$ cat config.mk
export PLATFORM = sky130hd
export DESIGN_NAME = lru_page_replacement_stack_core
export DESIGN_NICKNAME = d
export VERILOG_FILES = /design/src/sv/lrups_pkg.sv /design/src/sv/lrups_ctrl.sv /design/src/sv/lrups_datapath.sv /design/src/sv/lru_page_replacement_stack_core.sv
export SDC_FILE = /design/constraint.sdc
export NUM_CORES = 1
export LEC_CHECK = 0
export BUFFER_PORTS_ARGS = -buffer_cell sky130_fd_sc_hd__buf_2
export CAP_MARGIN = 20
export CORE_MARGIN = 4
export CORE_UTILIZATION = 62
export DETAILED_ROUTE_END_ITERATION = 8
export PLACE_DENSITY_LB_ADDON = 0.1
export SLEW_MARGIN = 20
export SYNTH_ARGS = -nofsm -noshare
export SYNTH_HDL_FRONTEND = slang
export SYNTH_SLANG_ARGS = --single-unit
export TNS_END_PERCENT = 30
$ cat constraint.sdc
create_clock -name clk -period 6.4 [get_ports clk]
set_input_delay 0 -clock clk [delete_from_list [all_inputs] [get_ports clk]]
set_output_delay 0 -clock clk [all_outputs]
set_load 0.01 [all_outputs]
$ cat src/sv/lrups_pkg.sv
// ----------------------------------------------------------------------------
// lrups_pkg
// Shared widths, reset values and the command word for the lru stack core.
// ----------------------------------------------------------------------------
package lrups_pkg;

  localparam int NUM_FRAMES_DEFAULT = 16;

  localparam int PAGE_W  = 16;
  localparam int CFG_W   = 5;
  localparam int POS_W   = 4;
  localparam int COUNT_W = 16;

  localparam logic [CFG_W-1:0]   FRAMES_RESET = CFG_W'(3);
  localparam logic [COUNT_W-1:0] COUNT_MAX    = {COUNT_W{1'b1}};
  localparam logic [POS_W-1:0]   POS_MAX      = {POS_W{1'b1}};

  // controller to datapath commands
  typedef struct packed {
    logic capture;  // latch the word and register the compare result
    logic update;   // shift the stack and load the result registers
  } cmd_t;

endpackage

$ cat src/sv/lrups_ctrl.sv
// ----------------------------------------------------------------------------
// lrups_ctrl
// Two-state sequencer: take a word, then apply it to the stack once the
// result register is free.
// ----------------------------------------------------------------------------
module lrups_ctrl
  import lrups_pkg::*;
(
  input  logic clk,
  input  logic rst,
  input  logic in_valid,
  output logic in_ready,
  output logic out_valid,
  input  logic out_ready,
  output cmd_t cmd
);

  localparam logic ST_IDLE   = 1'b0;
  localparam logic ST_UPDATE = 1'b1;

  logic state;
  logic state_next;
  logic out_valid_next;
  logic out_free;

  assign in_ready    = (state == ST_IDLE);
  assign out_free    = !out_valid || out_ready;
  assign cmd.capture = in_valid && in_ready;
  assign cmd.update  = (state == ST_UPDATE) && out_free;

  always_comb begin
    state_next     = state;
    out_valid_next = out_valid;
    if (out_valid && out_ready) begin
      out_valid_next = 1'b0;
    end
    case (state)
      ST_IDLE: begin
        if (cmd.capture) begin
          state_next = ST_UPDATE;
        end
      end
      ST_UPDATE: begin
        if (out_free) begin
          state_next     = ST_IDLE;
          out_valid_next = 1'b1;
        end
      end
      default: begin
        state_next = ST_IDLE;
      end
    endcase
  end

  always_ff @(posedge clk) begin
    if (rst) begin
      state     <= ST_IDLE;
      out_valid <= 1'b0;
    end else begin
      state     <= state_next;
      out_valid <= out_valid_next;
    end
  end

endmodule

$ cat src/sv/lrups_datapath.sv
// ----------------------------------------------------------------------------
// lrups_datapath
// Recency stack of page numbers with valid bits, parallel tag compare,
// first-match select, shift network, fault counter and result registers.
// ----------------------------------------------------------------------------
module lrups_datapath
  import lrups_pkg::*;
#(
  parameter int NUM_FRAMES = NUM_FRAMES_DEFAULT
) (
  input  logic               clk,
  input  logic               rst,
  input  cmd_t               cmd,
  input  logic               cfg_write_en,
  input  logic [CFG_W-1:0]   cfg_write_data,
  input  logic [PAGE_W-1:0]  page_number,
  output logic               hit,
  output logic [POS_W-1:0]   hit_position,
  output logic               evicted_valid,
  output logic [PAGE_W-1:0]  evicted_page,
  output logic [COUNT_W-1:0] fault_count
);

  localparam int FW = $clog2(NUM_FRAMES + 1);
  localparam int EW = (FW > CFG_W) ? FW : CFG_W;

  logic [CFG_W-1:0]      frames_in_use;
  logic [PAGE_W-1:0]     page_slot [NUM_FRAMES];
  logic [NUM_FRAMES-1:0] slot_valid;
  logic [PAGE_W-1:0]     page_q;
  logic [NUM_FRAMES-1:0] match_q;
  logic [COUNT_W-1:0]    fault_counter;

  logic [EW-1:0]         frames_ext;
  logic [EW-1:0]         frames_eff;
  logic [NUM_FRAMES-1:0] in_range;
  logic [NUM_FRAMES-1:0] last_slot;
  logic [NUM_FRAMES-1:0] match_now;
  logic [NUM_FRAMES-1:0] first_hit;
  logic [NUM_FRAMES-1:0] shift_en;
  logic                  found;
  logic [POS_W-1:0]      pos;
  logic                  ev_valid;
  logic [PAGE_W-1:0]     ev_page;

  // zero acts as one frame, anything past the stack depth as the full stack
  assign frames_ext = EW'(frames_in_use);
  always_comb begin
    frames_eff = frames_ext;
    if (frames_ext == '0) begin
      frames_eff = EW'(1);
    end else if (frames_ext > EW'(NUM_FRAMES)) begin
      frames_eff = EW'(NUM_FRAMES);
    end
  end

  always_comb begin
    for (int i = 0; i < NUM_FRAMES; i++) begin
      in_range[i]  = EW'(i) < frames_eff;
      last_slot[i] = EW'(i + 1) == frames_eff;
      match_now[i] = in_range[i] && slot_valid[i] && (page_slot[i] == page_number);
    end
  end

  // isolate the lowest set match bit
  assign found     = |match_q;
  assign first_hit = match_q & (~match_q + NUM_FRAMES'(1));
  // hit: slots up to the hit shift; miss: every slot in use shifts
  assign shift_en  = found ? (first_hit | (first_hit - NUM_FRAMES'(1))) : in_range;

  always_comb begin
    pos      = '0;
    ev_valid = 1'b0;
    ev_page  = '0;
    for (int i = 0; i < NUM_FRAMES; i++) begin
      if (first_hit[i]) begin
        pos = pos | ((i > 15) ? POS_MAX : POS_W'(i));
      end
      if (!found && last_slot[i] && slot_valid[i]) begin
        ev_valid = 1'b1;
        ev_page  = ev_page | page_slot[i];
      end
    end
  end

  always_ff @(posedge clk) begin
    if (rst) begin
      frames_in_use <= FRAMES_RESET;
    end else if (cfg_write_en) begin
      frames_in_use <= cfg_write_data;
    end
  end

  always_ff @(posedge clk) begin
    if (cmd.capture) begin
      page_q  <= page_number;
      match_q <= match_now;
    end
  end

  always_ff @(posedge clk) begin
    if (cmd.update) begin
      page_slot[0] <= page_q;
      for (int i = 1; i < NUM_FRAMES; i++) begin
        if (shift_en[i]) begin
          page_slot[i] <= page_slot[i-1];
        end
      end
    end
  end

  always_ff @(posedge clk) begin
    if (rst) begin
      slot_valid    <= '0;
      fault_counter <= '0;
    end else if (cmd.update) begin
      slot_valid[0] <= 1'b1;
      for (int i = 1; i < NUM_FRAMES; i++) begin
        if (shift_en[i]) begin
          slot_valid[i] <= slot_valid[i-1];
        end
      end
      if (!found && fault_counter != COUNT_MAX) begin
        fault_counter <= fault_counter + COUNT_W'(1);
      end
    end
  end

  always_ff @(posedge clk) begin
    if (cmd.update) begin
      hit           <= found;
      hit_position  <= pos;
      evicted_valid <= ev_valid;
      evicted_page  <= ev_page;
    end
  end

  // counter only moves together with the result registers
  assign fault_count = fault_counter;

endmodule

$ cat src/sv/lru_page_replacement_stack_core.sv
// ----------------------------------------------------------------------------
// lru_page_replacement_stack_core
// LRU stack of resident pages with hit/miss, eviction and fault count output.
// ----------------------------------------------------------------------------
// The accept cycle compares the page against all frames in parallel and
// registers the match vector; the update cycle, once the result register is
// free, picks the most recent match, shifts the stack and loads the result
// register. No new word is accepted before that update; a held result only
// stalls the update cycle. frames_in_use is written through cfg_write_en and
// cfg_write_data; the user must write it only while no word is in flight, and
// the block does not enforce this. 0 means one frame, values past NUM_FRAMES
// mean NUM_FRAMES. The stack starts empty after reset, with no clearing pass.
module lru_page_replacement_stack_core
  import lrups_pkg::*;
#(
  parameter int NUM_FRAMES = NUM_FRAMES_DEFAULT
) (
  input  logic               clk,
  input  logic               rst,
  input  logic               in_valid,
  output logic               in_ready,
  input  logic [PAGE_W-1:0]  page_number,
  output logic               out_valid,
  input  logic               out_ready,
  output logic               hit,
  output logic [POS_W-1:0]   hit_position,
  output logic               evicted_valid,
  output logic [PAGE_W-1:0]  evicted_page,
  output logic [COUNT_W-1:0] fault_count,
  input  logic               cfg_write_en,
  input  logic [CFG_W-1:0]   cfg_write_data
);

  cmd_t cmd;

  lrups_ctrl u_ctrl (
    .clk       (clk),
    .rst       (rst),
    .in_valid  (in_valid),
    .in_ready  (in_ready),
    .out_valid (out_valid),
    .out_ready (out_ready),
    .cmd       (cmd)
  );

  lrups_datapath #(
    .NUM_FRAMES (NUM_FRAMES)
  ) u_datapath (
    .clk            (clk),
    .rst            (rst),
    .cmd            (cmd),
    .cfg_write_en   (cfg_write_en),
    .cfg_write_data (cfg_write_data),
    .page_number    (page_number),
    .hit            (hit),
    .hit_position   (hit_position),
    .evicted_valid  (evicted_valid),
    .evicted_page   (evicted_page),
    .fault_count    (fault_count)
  );

  // one word in flight at a time
  a_one_in_flight: assert property (@(posedge clk) disable iff (rst)
    in_valid && in_ready |=> !in_ready)
    else $error("word accepted while another is in flight");

  a_hit_no_evict: assert property (@(posedge clk) disable iff (rst)
    out_valid |-> !(hit && evicted_valid))
    else $error("eviction reported on a hit");

  a_miss_pos_zero: assert property (@(posedge clk) disable iff (rst)
    out_valid && !hit |-> hit_position == '0)
    else $error("nonzero hit position on a miss");

  a_evict_page_zero: assert property (@(posedge clk) disable iff (rst)
    out_valid && !evicted_valid |-> evicted_page == '0)
    else $error("evicted page without eviction");

  a_count_monotonic: assert property (@(posedge clk) disable iff (rst)
    out_valid && out_ready |=> fault_count >= $past(fault_count))
    else $error("fault count went down");

endmodule
==> results of run 1 <==
==> power groups by stage <==
stage / registers [mW] / logic (mW) / clock network [mW]
after CTS: 2.56 / 0.281 / 2.02
after floorplan: 2.58 / 0.171 / 0
after detailed placement: 2.60 / 0.271 / 0
final: 2.56 / 0.290 / 2.03
after global routing: 2.56 / 0.303 / 2.13
after global placement: 2.60 / 0.270 / 0
==> stage by stage <==
step	hold WS (ns)	area, um^2	util [%]	power (mW)	setup slack [ns]
after CTS	0.00146	18300	70.8	4.86	2.86
after global routing	0.00685	18300	70.8	4.99	2.64
final	0.0114	18300	70.8	4.88	2.72
after global placement	0.211	17100	65.9	2.87	2.95
after detailed placement	0.213	17100	65.9	2.87	2.87
after floorplan	0.0989	16300	-	2.76	1.50
==> critical path, cell delays in order (launching register included) <==
cell and delay (ns):
edfxtp_1 0.49, nor4_2 0.64, nand3_1 0.61, nor3_1 1.08, buf_4 0.36, a22o_1 0.16, a221oi_1 0.05, nand3_1 0.15
==> routing by layer <==
layer	vias to the layer above	routed length, um	GRT usage, %
met3	257	9030	13.1
li1	4947	-	-
met1	5959	21000	55.7
met4	2	4560	22.5
met2	1204	24700	57.9
met5	-	14	0
==> flip-flops by register name, summed over array words and instances (netlist names) <==
register / cells
u_datapath.evicted_valid: 1
u_datapath.evicted_page: 16
u_datapath.page_slot: 256
u_ctrl.out_valid: 1
u_datapath.fault_count: 16
u_datapath.slot_valid: 16
u_ctrl.state: 1
u_datapath.page_q: 16
u_datapath.hit_position: 4
u_datapath.hit: 1
u_datapath.frames_ext: 5
u_datapath.match_q: 16
==> layout make-up <==
class                   instances  area share (%)
diodes                          1          0.0136
clock buffers                  46            5.57
clock inverters                21           0.552
inverters                      12           0.245
multi-input cells             815            32.6
flip-flops and latches        349            55.0
well taps                     335            2.28
repair buffers                109            3.75
==> cell families (layout without fill, tap and decap cells) <==
group / Yosys count / count (layout) / synth area share (%)
flops: 349 / 349 / 62.0
xor+xnor: 269 / 269 / 14.5
simple gates: 336 / 336 / 11.3
compound gates: 190 / 190 / 9.01
fa+ha+maj: 1 / 1 / 0.0769
mux: 19 / 19 / 1.17
other cells: 0 / 1 / 0
buf+inv: 83 / 188 / 1.95
==> cells in the mapped netlist, types with 8 or more instances <==
cell / number
xor2_1: 141
nor2_1: 56
xnor2_1: 128
a22oi_1: 31
nor2b_1: 8
nand4_1: 51
edfxtp_1: 310
nor4_1: 47
nand3_1: 34
buf_1: 10
a222oi_1: 28
a21oi_1: 42
mux2i_1: 19
inv_1: 10
a221oi_1: 15
nand2_1: 53
clkbuf_1: 56
and3_1: 10
dfxtp_1: 39
nor3_1: 37
a22o_1: 23
==> path summary, 6_finish.rpt <==
| kind | cells past startpoint | to | slack (ns) | startpoint |
|---|---|---|---|---|
| worst min-delay path | 1 | u_datapath.page_q[14] | 0.01 | page_number[14] |
| worst min register to register | 0 | u_datapath.page_slot[0][9] | 0.42 | u_datapath.page_q[9] |
| worst max-delay path | 7 | u_datapath.evicted_page[2] | 2.72 | u_datapath.match_q[9] |
| worst max register to register | 7 | u_datapath.evicted_page[2] | 2.72 | u_datapath.match_q[9] |
==> placed cells by master (no fill, tap or decap), types with 4 or more instances in the layout <==
cell type / Yosys / layout
a2111oi_2: 1 / 4
a211oi_2: 1 / 4
a21oi_1: 42 / 37
a21oi_2: 0 / 4
a221oi_1: 15 / 15
a222oi_1: 28 / 28
a22o_1: 23 / 23
a22oi_1: 31 / 31
a32o_1: 4 / 4
and2_1: 5 / 5
and3_1: 10 / 10
buf_2: 5 / 65
buf_4: 0 / 31
clkbuf_1: 56 / 5
clkbuf_16: 0 / 39
clkinv_1: 1 / 12
clkinv_2: 0 / 8
dfxtp_1: 39 / 39
dlygate4sd3_1: 0 / 13
edfxtp_1: 310 / 310
inv_1: 10 / 10
mux2i_1: 19 / 19
nand2_1: 53 / 53
nand3_1: 34 / 34
nand4_1: 51 / 51
nor2_1: 56 / 55
nor2b_1: 8 / 6
nor3_1: 37 / 37
nor4_1: 47 / 45
nor4_2: 3 / 5
o21ai_0: 6 / 6
o22ai_1: 6 / 6
o2bb2ai_1: 6 / 6
or3_1: 6 / 6
or4_1: 5 / 5
xnor2_1: 128 / 128
xor2_1: 141 / 141
==> results.md, run 1 <==
Global route:
- Global routing finished with a remaining overflow of 0.
- The largest net degree at the start of global routing is 47.
- Global routing used 40.6% of the available tracks.
- The number of global-route vias before repair is 11600.
- The first global-routing pass estimated 83600 um of wire.
- The number of antenna violations at the first check in global routing is 2.

Yosys:
- The Yosys step of the flow raised 0 warnings.
- Yosys attributes the largest share of cell area to edfxtp_1 (57%), xor2_1 (7.6%), xnor2_1 (6.9%), dfxtp_1 (4.8%), nand4_1 (2.0%).
- In the synthesized netlist the async set-or-reset flop fraction comes to 0%.
- The main flop type after synthesis is edfxtp_1.
- The post-synthesis area per instance is 13.1 um^2.
- The sequential cell area fraction in the yosys report is 62.0%.
- Synthesis instantiated 63 different standard cells from the library.
- The top cell type by area accounts for 57.2% of the synthesized area.
- Synthesis produced a netlist whose cell count is 1247.
- The cell type with the highest aggregate area in the netlist is edfxtp_1.
- The number of enable-type register cells in the synthesized netlist is 310.
- The synthesized design contains around 350 register bits.
- The number of nets handed over by synthesis was 1274.
- The cell area that synthesis handed to floorplanning was ~16000 um^2.

STA:
- The final count of pins violating max slew was 0.
- The sum of negative setup slack is 0 ns.
- The relative max-transition margin is 19.8%.
- The hold violation count in the final report is 0.
- The final period utilization is 57.5%.
- At the pin with the least slew margin, the transition time is between 1 and 1.5 ns.
- The final worst clock skew is about 0.027 ns.
- Setup repair after global routing left no endpoint under its margin.
- Timing would allow up to 272 MHz.
- Setup violations remaining at the end of the flow were counted as 0.
- The clock period could shrink to 3.68 ns.

Power:
- The part of the total power dissipated in combinational logic is 5.9%.
- The net switching power figure is 1.15 mW.
- The sequential group share of total power is between 50 and 60%.
- Net switching is a little under a quarter of the power.
- The power density over the cells is 266 nW/um^2.
- The largest vdd supply drop is 0.352 mV.
- The part of the total power dissipated in the clock network is 41.6%.
- The leakage dissipation is slightly below 6 nW.
- The cell-internal power is 3.73 mW.

Detailed routing:
- In this run, the number of DRC markers left after iteration 0 of detailed routing was 2320.
- Summing over every cut layer, the via total after detailed routing is 12400.
- Dividing the detail-routed via count by the number of cells gives 7.33.
- The final routed wire length divided by cell count is 35.1 um.
- In the routed design, unresolved DRC markers number 0.
- The first detailed-routing pass ran for 8 iterations.
- Summed over all layers, the routed wires come to 59300 um.
- The remaining antenna violation count is 0.

Clocking:
- The count of cells resized by post-cts repair is 0.
- The root buffer cell is clkbuf_16.
- In this run the deepest clock path goes through 3 buffers.
- TritonCTS built the clock tree.
- After clock tree synthesis, the clock-pin slew on the worst setup and hold paths is ~0.060 ns.
- The number of buffers inserted for hold repair after clock tree synthesis is 13.
- Clock latency on the worst-skew pair, taken at its later pin, is 0.54 ns.
- Buffers inserted during clock tree synthesis total 37.
- The number of sinks handled by clock tree synthesis is between 300 and 400.
- Post-CTS timing repair inserted 0 buffers for setup.
- In this run the number of H-tree levels came out at 2.

Die:
- The die is 170 um wide.
- The overall die area is 28900 um^2.
- In this run the count of I/O pins placed on the die edge is between 60 and 70.
- The die is 170 um tall.
- The area of the core is around 26000 um^2.
- The initial utilization of the core area, before any placement, comes to between 60 and 70%.
- The number of standard-cell rows in the floorplan is 59.

Placed design:
- The number of input and output port buffers inserted is 65.
- After detailed placement, the design holds a cell count of 1607.
- After legalization and detailed placement, the total HPWL measured 42400 um.
- The weighted congestion reported at the end of routability-driven placement is 1.01.

Worst setup path:
- The data arrival time of the critical path is between 4 and 5 ns.
- The endpoint required time on the critical path is 6.79 ns.
- In this run the worst path has a maximum fanout of 11.
- The critical path endpoint category is a flip-flop.
- The kind of critical path is reg2reg.
- The sort of element at the start of the critical path is a flip-flop.

Status:
- The run finished with clean final reports.

Job:
- The max-capacitance violation count is 0.

Cells and area:
- The multi-input logic area is 5980 um^2.
- The layout overhead on the synthesized area is 12.7%.
- The share of cells above drive strength 1 is roughly 14%.
- The final layout contains 1351 nets.
- The number of standard cells in the layout, taps in and fillers out is 1688.
- The combined flip-flop and latch cell area is 10100 um^2.
- The filler cell count in the final layout is 1849.

Worst hold path:
- The path type of the worst min-delay path is in2reg.
Power figures use the tool's default switching activity.
==> run 2: changes to the inputs <==
CORE_UTILIZATION = 56   (was 62)
clock period = 2.99 ns   (was 6.4 ns; I/O delays follow)
==> run 2 against run 1 <==
  * First-iteration DRC count down 0.91%
  * Die area up 10%
  * Global-route usage fell by 1.8 points
  * Hold slack better by 0.0063 ns
  * Highest routed layer is now met4
==> results.md, run 2 (synthesized netlist as in run 1, its figures left out) <==
Status:
- The flow ran to the end, and the final reports show no timing, DRC or antenna violations.

Clocking:
- In this run the deepest clock path goes through 3 buffers.
- The tree built by TritonCTS fans out to 349 sinks.
- The number of buffers created by CTS is 38.
- The clock-pin slew on the worst setup and hold paths is 0.07 ns.
- TritonCTS built the clock tree.
- The latest clock arrival within the worst-skew pair is ~0.54 ns.
- Once the clock tree was built, the setup fixing pass inserted 0 buffers.
- The root buffer cell is clkbuf_16.
- The H-tree depth reported by CTS is 2.

Global route:
- Global routing consumed, on the met2 layer, between 50% and 60% of the routing resources.
- The first-pass GRT wire length is slightly below 90000 um.
- The global routing met3 resource utilization is 8.92%.
- In this run the most used layer during global routing was met2.
- In the global route stage, met1 resource usage came out at 54.1%.
- Entering global routing, the biggest net connects 40 pins.
- Global routing used between 30% and 40% of the available tracks across all layers.
- The number of antenna violations at the first check in global routing is 0.
- The remaining global-route overflow is 0.
- The number of global-route vias before repair is 11600.

Job:
- Max-cap violations in this run came to 0.

STA:
- For the pin with the worst max-slew slack, the measured transition is 1.02 ns.
- Of the available clock period, the critical path in the final layout requires between 90% and 100%.
- Setup slack on the critical path of the routed design comes to 0.113 ns.
- In the final timing run, aggregate negative setup slack is 0 ns.
- The hold violation count in the final report is 0.
- Setup violations remaining at the end of the flow were counted as 0.
- Setup repair after global routing left no endpoint under its margin.
- On the final layout, the worst clock skew is 0.0196 ns.
- For this run, the top clock speed supported by timing is 348 MHz.
- The routed design could run at a clock period as short as around 2.9 ns.
- The final count of pins violating max slew is 0.
- Measured against its own limit, the worst slew margin works out to around a third.

Die:
- The initial cell density of the core is 56.7%.
- The number of standard-cell rows in the floorplan is 62.
- In this run the count of I/O pins placed on the die edge is 66.
- The die covers around 32000 um^2.
- The die outline height is 178 um.
- The area of the core is 28700 um^2.
- The die outline width is 178 um.

Worst setup path:
- The register-to-register setup slack is 0.11 ns.
- The startpoint of the worst-slack reg-to-reg timing path is u_datapath.match_q[3].
- The sort of element at the start of the critical path is a flip-flop.
- The kind of cell with the highest combined delay on the critical path is simple AND/OR/NAND/NOR gates.
- In this design, the stage delay of the slowest critical-path cell is about 0.7 ns.
- Traced cell by cell, the critical path runs through or4_1, nor4_4, buf_4, and3_1, buf_4, a22o_1, a211oi_1, nand3_1.
- The worst setup path is captured at a flip-flop.
- The number of cells on the worst reg-to-reg path is 8.
- The slowest stage of the critical path is the or4_1 cell.
- The critical path's most frequent cell is buf_4.
- The data arrival time of the critical path is 3.26 ns.
- The buffers plus inverters on the worst setup path is 2.
- The endpoint required time on the critical path is 3.37 ns.
- The largest fanout of any net on the critical path is 12.
- In this run the critical register-to-register path is captured at u_datapath.evicted_page[9].
- The kind of critical path is reg2reg.

Detailed routing:
- After detailed routing, the average wire length per cell comes to 34.5 um.
- The first TritonRoute pass finished after 9 iterations.
- Wires add up to roughly 62000 um.
- For this run, design rule violations remaining after detail routing come to 0.
- In the routed layout, each cell is associated on average with a via count of ~7.
- The number of DRC markers in iteration 0 is 2299.
- Once detail routing completed, the nets flagged for antenna violations numbered 0.
- The overall via count from detail_route is 12500.

Cells and area:
- From synthesis to final layout, the design area changed by 17.6%.
- The filler cells instantiated in the layout total roughly 2200.
- Leaving out fill and tap cells, the most frequent cell in the layout is edfxtp_1.
- 0 antenna diodes ended up in the layout.
- The post-route netlist has around 18% of its cells at a drive strength greater than 1.
- The final layout net count is 1423.
- The register containing the most flip-flops in the final layout is u_datapath.page_slot.
- The register with the most flip-flops in the layout has 256 of them.
- The number of standard cells in the layout, taps in and fillers out is 1804.
- The library cells used most frequently in the layout, excluding fill and tap cells, are edfxtp_1 (310), xor2_1 (141), xnor2_1 (128).

Placed design:
- The worst setup slack before clock tree synthesis is around 0.22 ns.
- The cell total after placement is around 1700.
- The HPWL after detailed placement is between 40000 and 50000 um.
- The congestion estimate from routability-driven global placement came to about 1.0.
- The number of input and output port buffers inserted is 65.

Power:
- The worst-case IR drop observed on VDD is 0.490 mV.
- For this design the ratio of total power to cell area is 557 nW/um^2.
- The leakage dissipation is 6.26 nW.

Worst hold path:
- The path type of the worst min-delay path is in2reg.
- The worst hold path terminates at u_datapath.page_q[15].
- The depth of the worst hold-timing path is 1.
- In this run the most critical hold path is launched from page_number[15].
run 2: changes by cell type in the layout (fill, tap and decap cells not counted), sizes merged:
cell | before | now
clkinvlp | 0 | 1
buf | 96 | 164
clkinv | 21 | 13
inv | 12 | 13
bufinv | 0 | 2
diode | 1 | 0
dlygate4sd3 | 13 | 16
clkbuf | 46 | 47
run 2: worst reg2reg max path: cells and delay by family, from the launching register on:
family,cells,cell delay [ns]
AND/OR/NAND/NOR,4,1.61
flip-flops,1,0.42
buffers and inverters,2,0.53
AO/OA/AOI/OAI,2,0.16
run 2: power breakdown:
part           switching, mW  internal (mW)  leakage, nW  total [mW]
Combinational          0.453          0.232         2.55       0.685
Clock                   1.94           2.55        0.554        4.49
Sequential             0.107           5.37         3.16        5.48
run 2: through the flow:
| step | power [mW] | utilization, % | hold WS [ns] | cell area [um^2] |
|---|---|---|---|---|
| floorplan | 5.90 | - | 0.0989 | 16300 |
| global placement | 6.21 | 62.1 | 0.207 | 17800 |
| detailed placement | 6.21 | 62.1 | 0.219 | 17800 |
| CTS | 10.6 | 66.6 | 0.00574 | 19100 |
| global route | 10.9 | 66.7 | 0.0115 | 19100 |
| finish | 10.6 | 66.7 | 0.0177 | 19100 |
run 2: layer usage:
layer / part of all wire [%] / routed length [um]
met5: 0 / 0
met1: 38 / 23400
met4: 6.0 / 3720
met2: 44 / 27100
met3: 13 / 7970
run 2: cell type report:
type	count	area, um^2	area share (%)
clock buffer	47	1000	5.25
tap	384	480	2.51
clock inverter	17	140	0.732
timing repair buffer	180	1330	6.94
sequential	349	10100	52.7
inverter	12	45.0	0.235
multi-input combinational	815	6040	31.6
run 2: worst max path at each step:
stage / from / to / slack [ns] / cells past startpoint
2_1_floorplan: u_datapath.match_q[9] / u_datapath.slot_valid[13] / -0.57 / 6
3_3_place_gp: u_datapath.match_q[5] / u_datapath.slot_valid[11] / 0.26 / 7
3_5_place_dp: u_datapath.match_q[3] / u_datapath.evicted_page[5] / 0.22 / 7
4_1_cts: u_datapath.match_q[5] / u_datapath.slot_valid[11] / 0.18 / 7
5_1_grt: u_datapath.match_q[3] / u_datapath.evicted_page[15] / 0.06 / 7
6_report: u_datapath.match_q[3] / u_datapath.evicted_page[9] / 0.11 / 8
run 2: what timing repair did:
item | CTS | global route
resized for setup | 0 | 1
setup endpoints to repair | 0 | 1
hold buffers | 16 | 0
endpoints found under the hold margin | 11 | 0
==> run 3: changes to the inputs <==
CORE_UTILIZATION = 30   (was 56)
CTS_BUF_LIST = sky130_fd_sc_hd__clkbuf_4 sky130_fd_sc_hd__clkbuf_8   (was unset)
==> run 3 against run 2 <==
  * Clock skew is 0.013 ns higher
  * Worst setup slack got worse by 0.082 ns
  * Utilization fell by 30 points
  * Hold slack gained 0.011 ns
  * Combinational power grew 5.4%
  * Sequential share of layout area shrank 2.0 points
  * Final cell count increased by 22%
  * Global-route usage decreased by 15 points
  * Via count fell by 2.4%
  * Flip-flop and latch count is the same
  * Total power grew 2.8%
  * Highest routed layer unchanged
==> results.md, run 3 (synthesized netlist as in run 1, its figures left out) <==
Status:
- The run finished with clean final reports.

Worst setup path:
- STA classifies the critical path startpoint as a flip-flop.
- The kind of critical path is reg2reg.
- At the worst endpoint, the required time is 3.35 ns.
- Of all nets on the critical path, the largest fanout is 15.
- Data arrives at the worst endpoint at about 3.3 ns.
- The critical path endpoint category is a flip-flop.

Die:
- The core region is 53800 um^2.
- From bottom edge to top edge, the die measures 241 um.
- The number of standard-cell rows in the floorplan is 85.
- The initial cell density of the core is 30.2%.
- The number of I/O pins is 66.
- The overall die area is 58000 um^2.
- The die outline width is 241 um.

Cells and area:
- In the layout the commonest cells are edfxtp_1 (310), xor2_1 (141), xnor2_1 (128).
- For this run, the post-layout net count is between 1000 and 1500.
- Ranked by flip-flop count, first place goes to u_datapath.page_slot.
- The most frequent standard cell in the layout excluding fill and tap cells is edfxtp_1.
- The layout overhead on the synthesized area is 22.3%.
- The share of cells above drive strength 1 is 21.7%.
- The register with the most flip-flops in the layout has 256 of them.

STA:
- The hold violation count in the final report is 0.
- The final count of pins violating max slew was 0.
- The clock period minus final worst setup slack is slightly below 3 ns.
- The transition time at the pin with the least slew margin is 1.08 ns.
- The final worst clock skew is 0.0330 ns.
- The worst hold-check slack is 0.0283 ns.
- Measured against its own limit, the worst slew margin works out to 27.8%.
- Setup repair after global routing left no endpoint under its margin.
- Setup violations remaining at the end of the flow were counted as 0.
- After layout, the worst path uses between 90% and 100% of the clock period.
- Setup slack closes at approximately 0.031 ns.
- Timing would allow up to 338 MHz.

Global route:
- Entering global routing, the biggest net connects 40 pins.
- The all-layer global routing usage is 24.3%.
- The met2 track utilization from global routing is 38.8%.
- The remaining global-route overflow is 0.
- In the global route stage, met1 resource usage came out at 33.9%.
- The global routing met3 resource utilization is 4.54%.
- The most congested layer reported by global routing is met2.
- The number of global-route vias before repair is between 10000 and 15000.
- The first global-routing pass estimated about 100000 um of wire.
- The number of antenna violations at the first check in global routing is 0.

Clocking:
- The number of clock buffers added by TritonCTS is 66.
- The number of sinks handled by clock tree synthesis is approximately 350.
- The clock tree from TritonCTS is built.
- Buffers added to address setup during post-CTS repair amount to 0.
- CTS built an H-tree with a depth of 3.
- The latest clock arrival within the worst-skew pair is approximately 0.65 ns.
- The root buffer cell is clkbuf_8.
- The clock-pin slew on the worst setup and hold paths is 0.06 ns.
- The maximum count of clock buffers along a single path is 3.

Detailed routing:
- The remaining design rule violation count is 0.
- After detailed routing, the average wire length per cell comes to approximately 33 um.
- Once detail routing completed, the nets flagged for antenna violations numbered 0.
- The final layout contains routed wiring with a total length of about 70000 um.
- After the first detailed-routing iteration, the DRC count stood at between 1500 and 2000.
- Dividing the detail-routed via count by the number of cells gives 5.57.
- The routed layout has 12200 vias.
- The pre-antenna-repair detailed-routing pass consisted of 8 iterations.

Placed design:
- Before CTS, the worst setup slack after placement is -0.100 ns.
- The weighted congestion reported at the end of routability-driven placement is 0.913.
- During placement, the flow inserted port buffers numbering 65.
- The HPWL after detailed placement is 54600 um.

Power:
- VDD sags by at most 0.270 mV.
- The power density over the cells is 550 nW/um^2.
- The total power is ~11 mW.
- The leakage dissipation is between 6 and 7 nW.

Worst hold path:
- The path class of the tightest hold or removal check is in2reg.

Job:
- The max-capacitance violation count is 0.
## run 3: cell types whose count changed in the layout (fill, tap and decap cells not counted), moves of 7 or more
cell and change:
dlygate4sd3_1 +14, clkbuf_1 -7, clkbuf_16 -38, clkbuf_4 +29
clkbuf_8 +70, buf_4 +18
## run 3: worst paths after layout
| path | startpoint | endpoint | slack (ns) | depth (start not counted) |
|---|---|---|---|---|
| setup reg to reg | u_datapath.frames_ext[3] | u_datapath.evicted_page[8] | 0.03 | 7 |
| hold reg to reg | u_datapath.page_q[8] | u_datapath.page_slot[0][8] | 0.41 | 0 |
| setup / recovery | u_datapath.frames_ext[3] | u_datapath.evicted_page[8] | 0.03 | 7 |
| hold / removal | page_number[4] | u_datapath.page_q[4] | 0.03 | 2 |
## run 3: area by class of cell
cell class	count	area, um^2
antenna	1	2.50
clock buffer	101	1210
clock inverter	14	85.1
fill	5260	33900
inverter	12	45.0
multi-input combinational	815	6030
sequential	349	10100
tap	696	871
timing repair buffer	210	1560
## run 3: metal layers
layer / vias up / routed length (um)
met1: 6295 / 31700
li1: 5219 / -
met3: 123 / 4790
met5: - / 0
met2: 605 / 32800
met4: 0 / 2440
## run 3: what timing repair did
item,CTS,global route
resized for setup,1,0
hold buffers,30,0
endpoints found under the hold margin,71,0
endpoints found under the setup margin,3,0
## run 3: critical path, cell delays in order, from the launching register on
cell,delay [ns]
dfxtp_1,0.61
buf_4,0.29
nor4b_2,0.08
buf_4,0.25
a222oi_1,0.47
a21oi_1,0.23
a221oi_1,0.59
nand4_1,0.15
## run 3: stage by stage
step	cell area (um^2)	TNS (ns)	cells	util, %
2_1_floorplan	16300	-26.24	1247	-
3_3_place_gp	18300	-0.300	2052	34.0
3_5_place_dp	18300	-0.247	2052	34.0
4_1_cts	19900	0	2197	37.0
5_1_grt	19900	0	2197	37.0
6_report	19900	0	2198	37.0
## run 3: report_power, final
| part | internal (mW) | switching, mW | total [mW] |
|---|---|---|---|
| Sequential | 5.37 | 0.115 | 5.49 |
| Clock | 2.57 | 2.17 | 4.74 |
| Combinational | 0.252 | 0.469 | 0.722 |
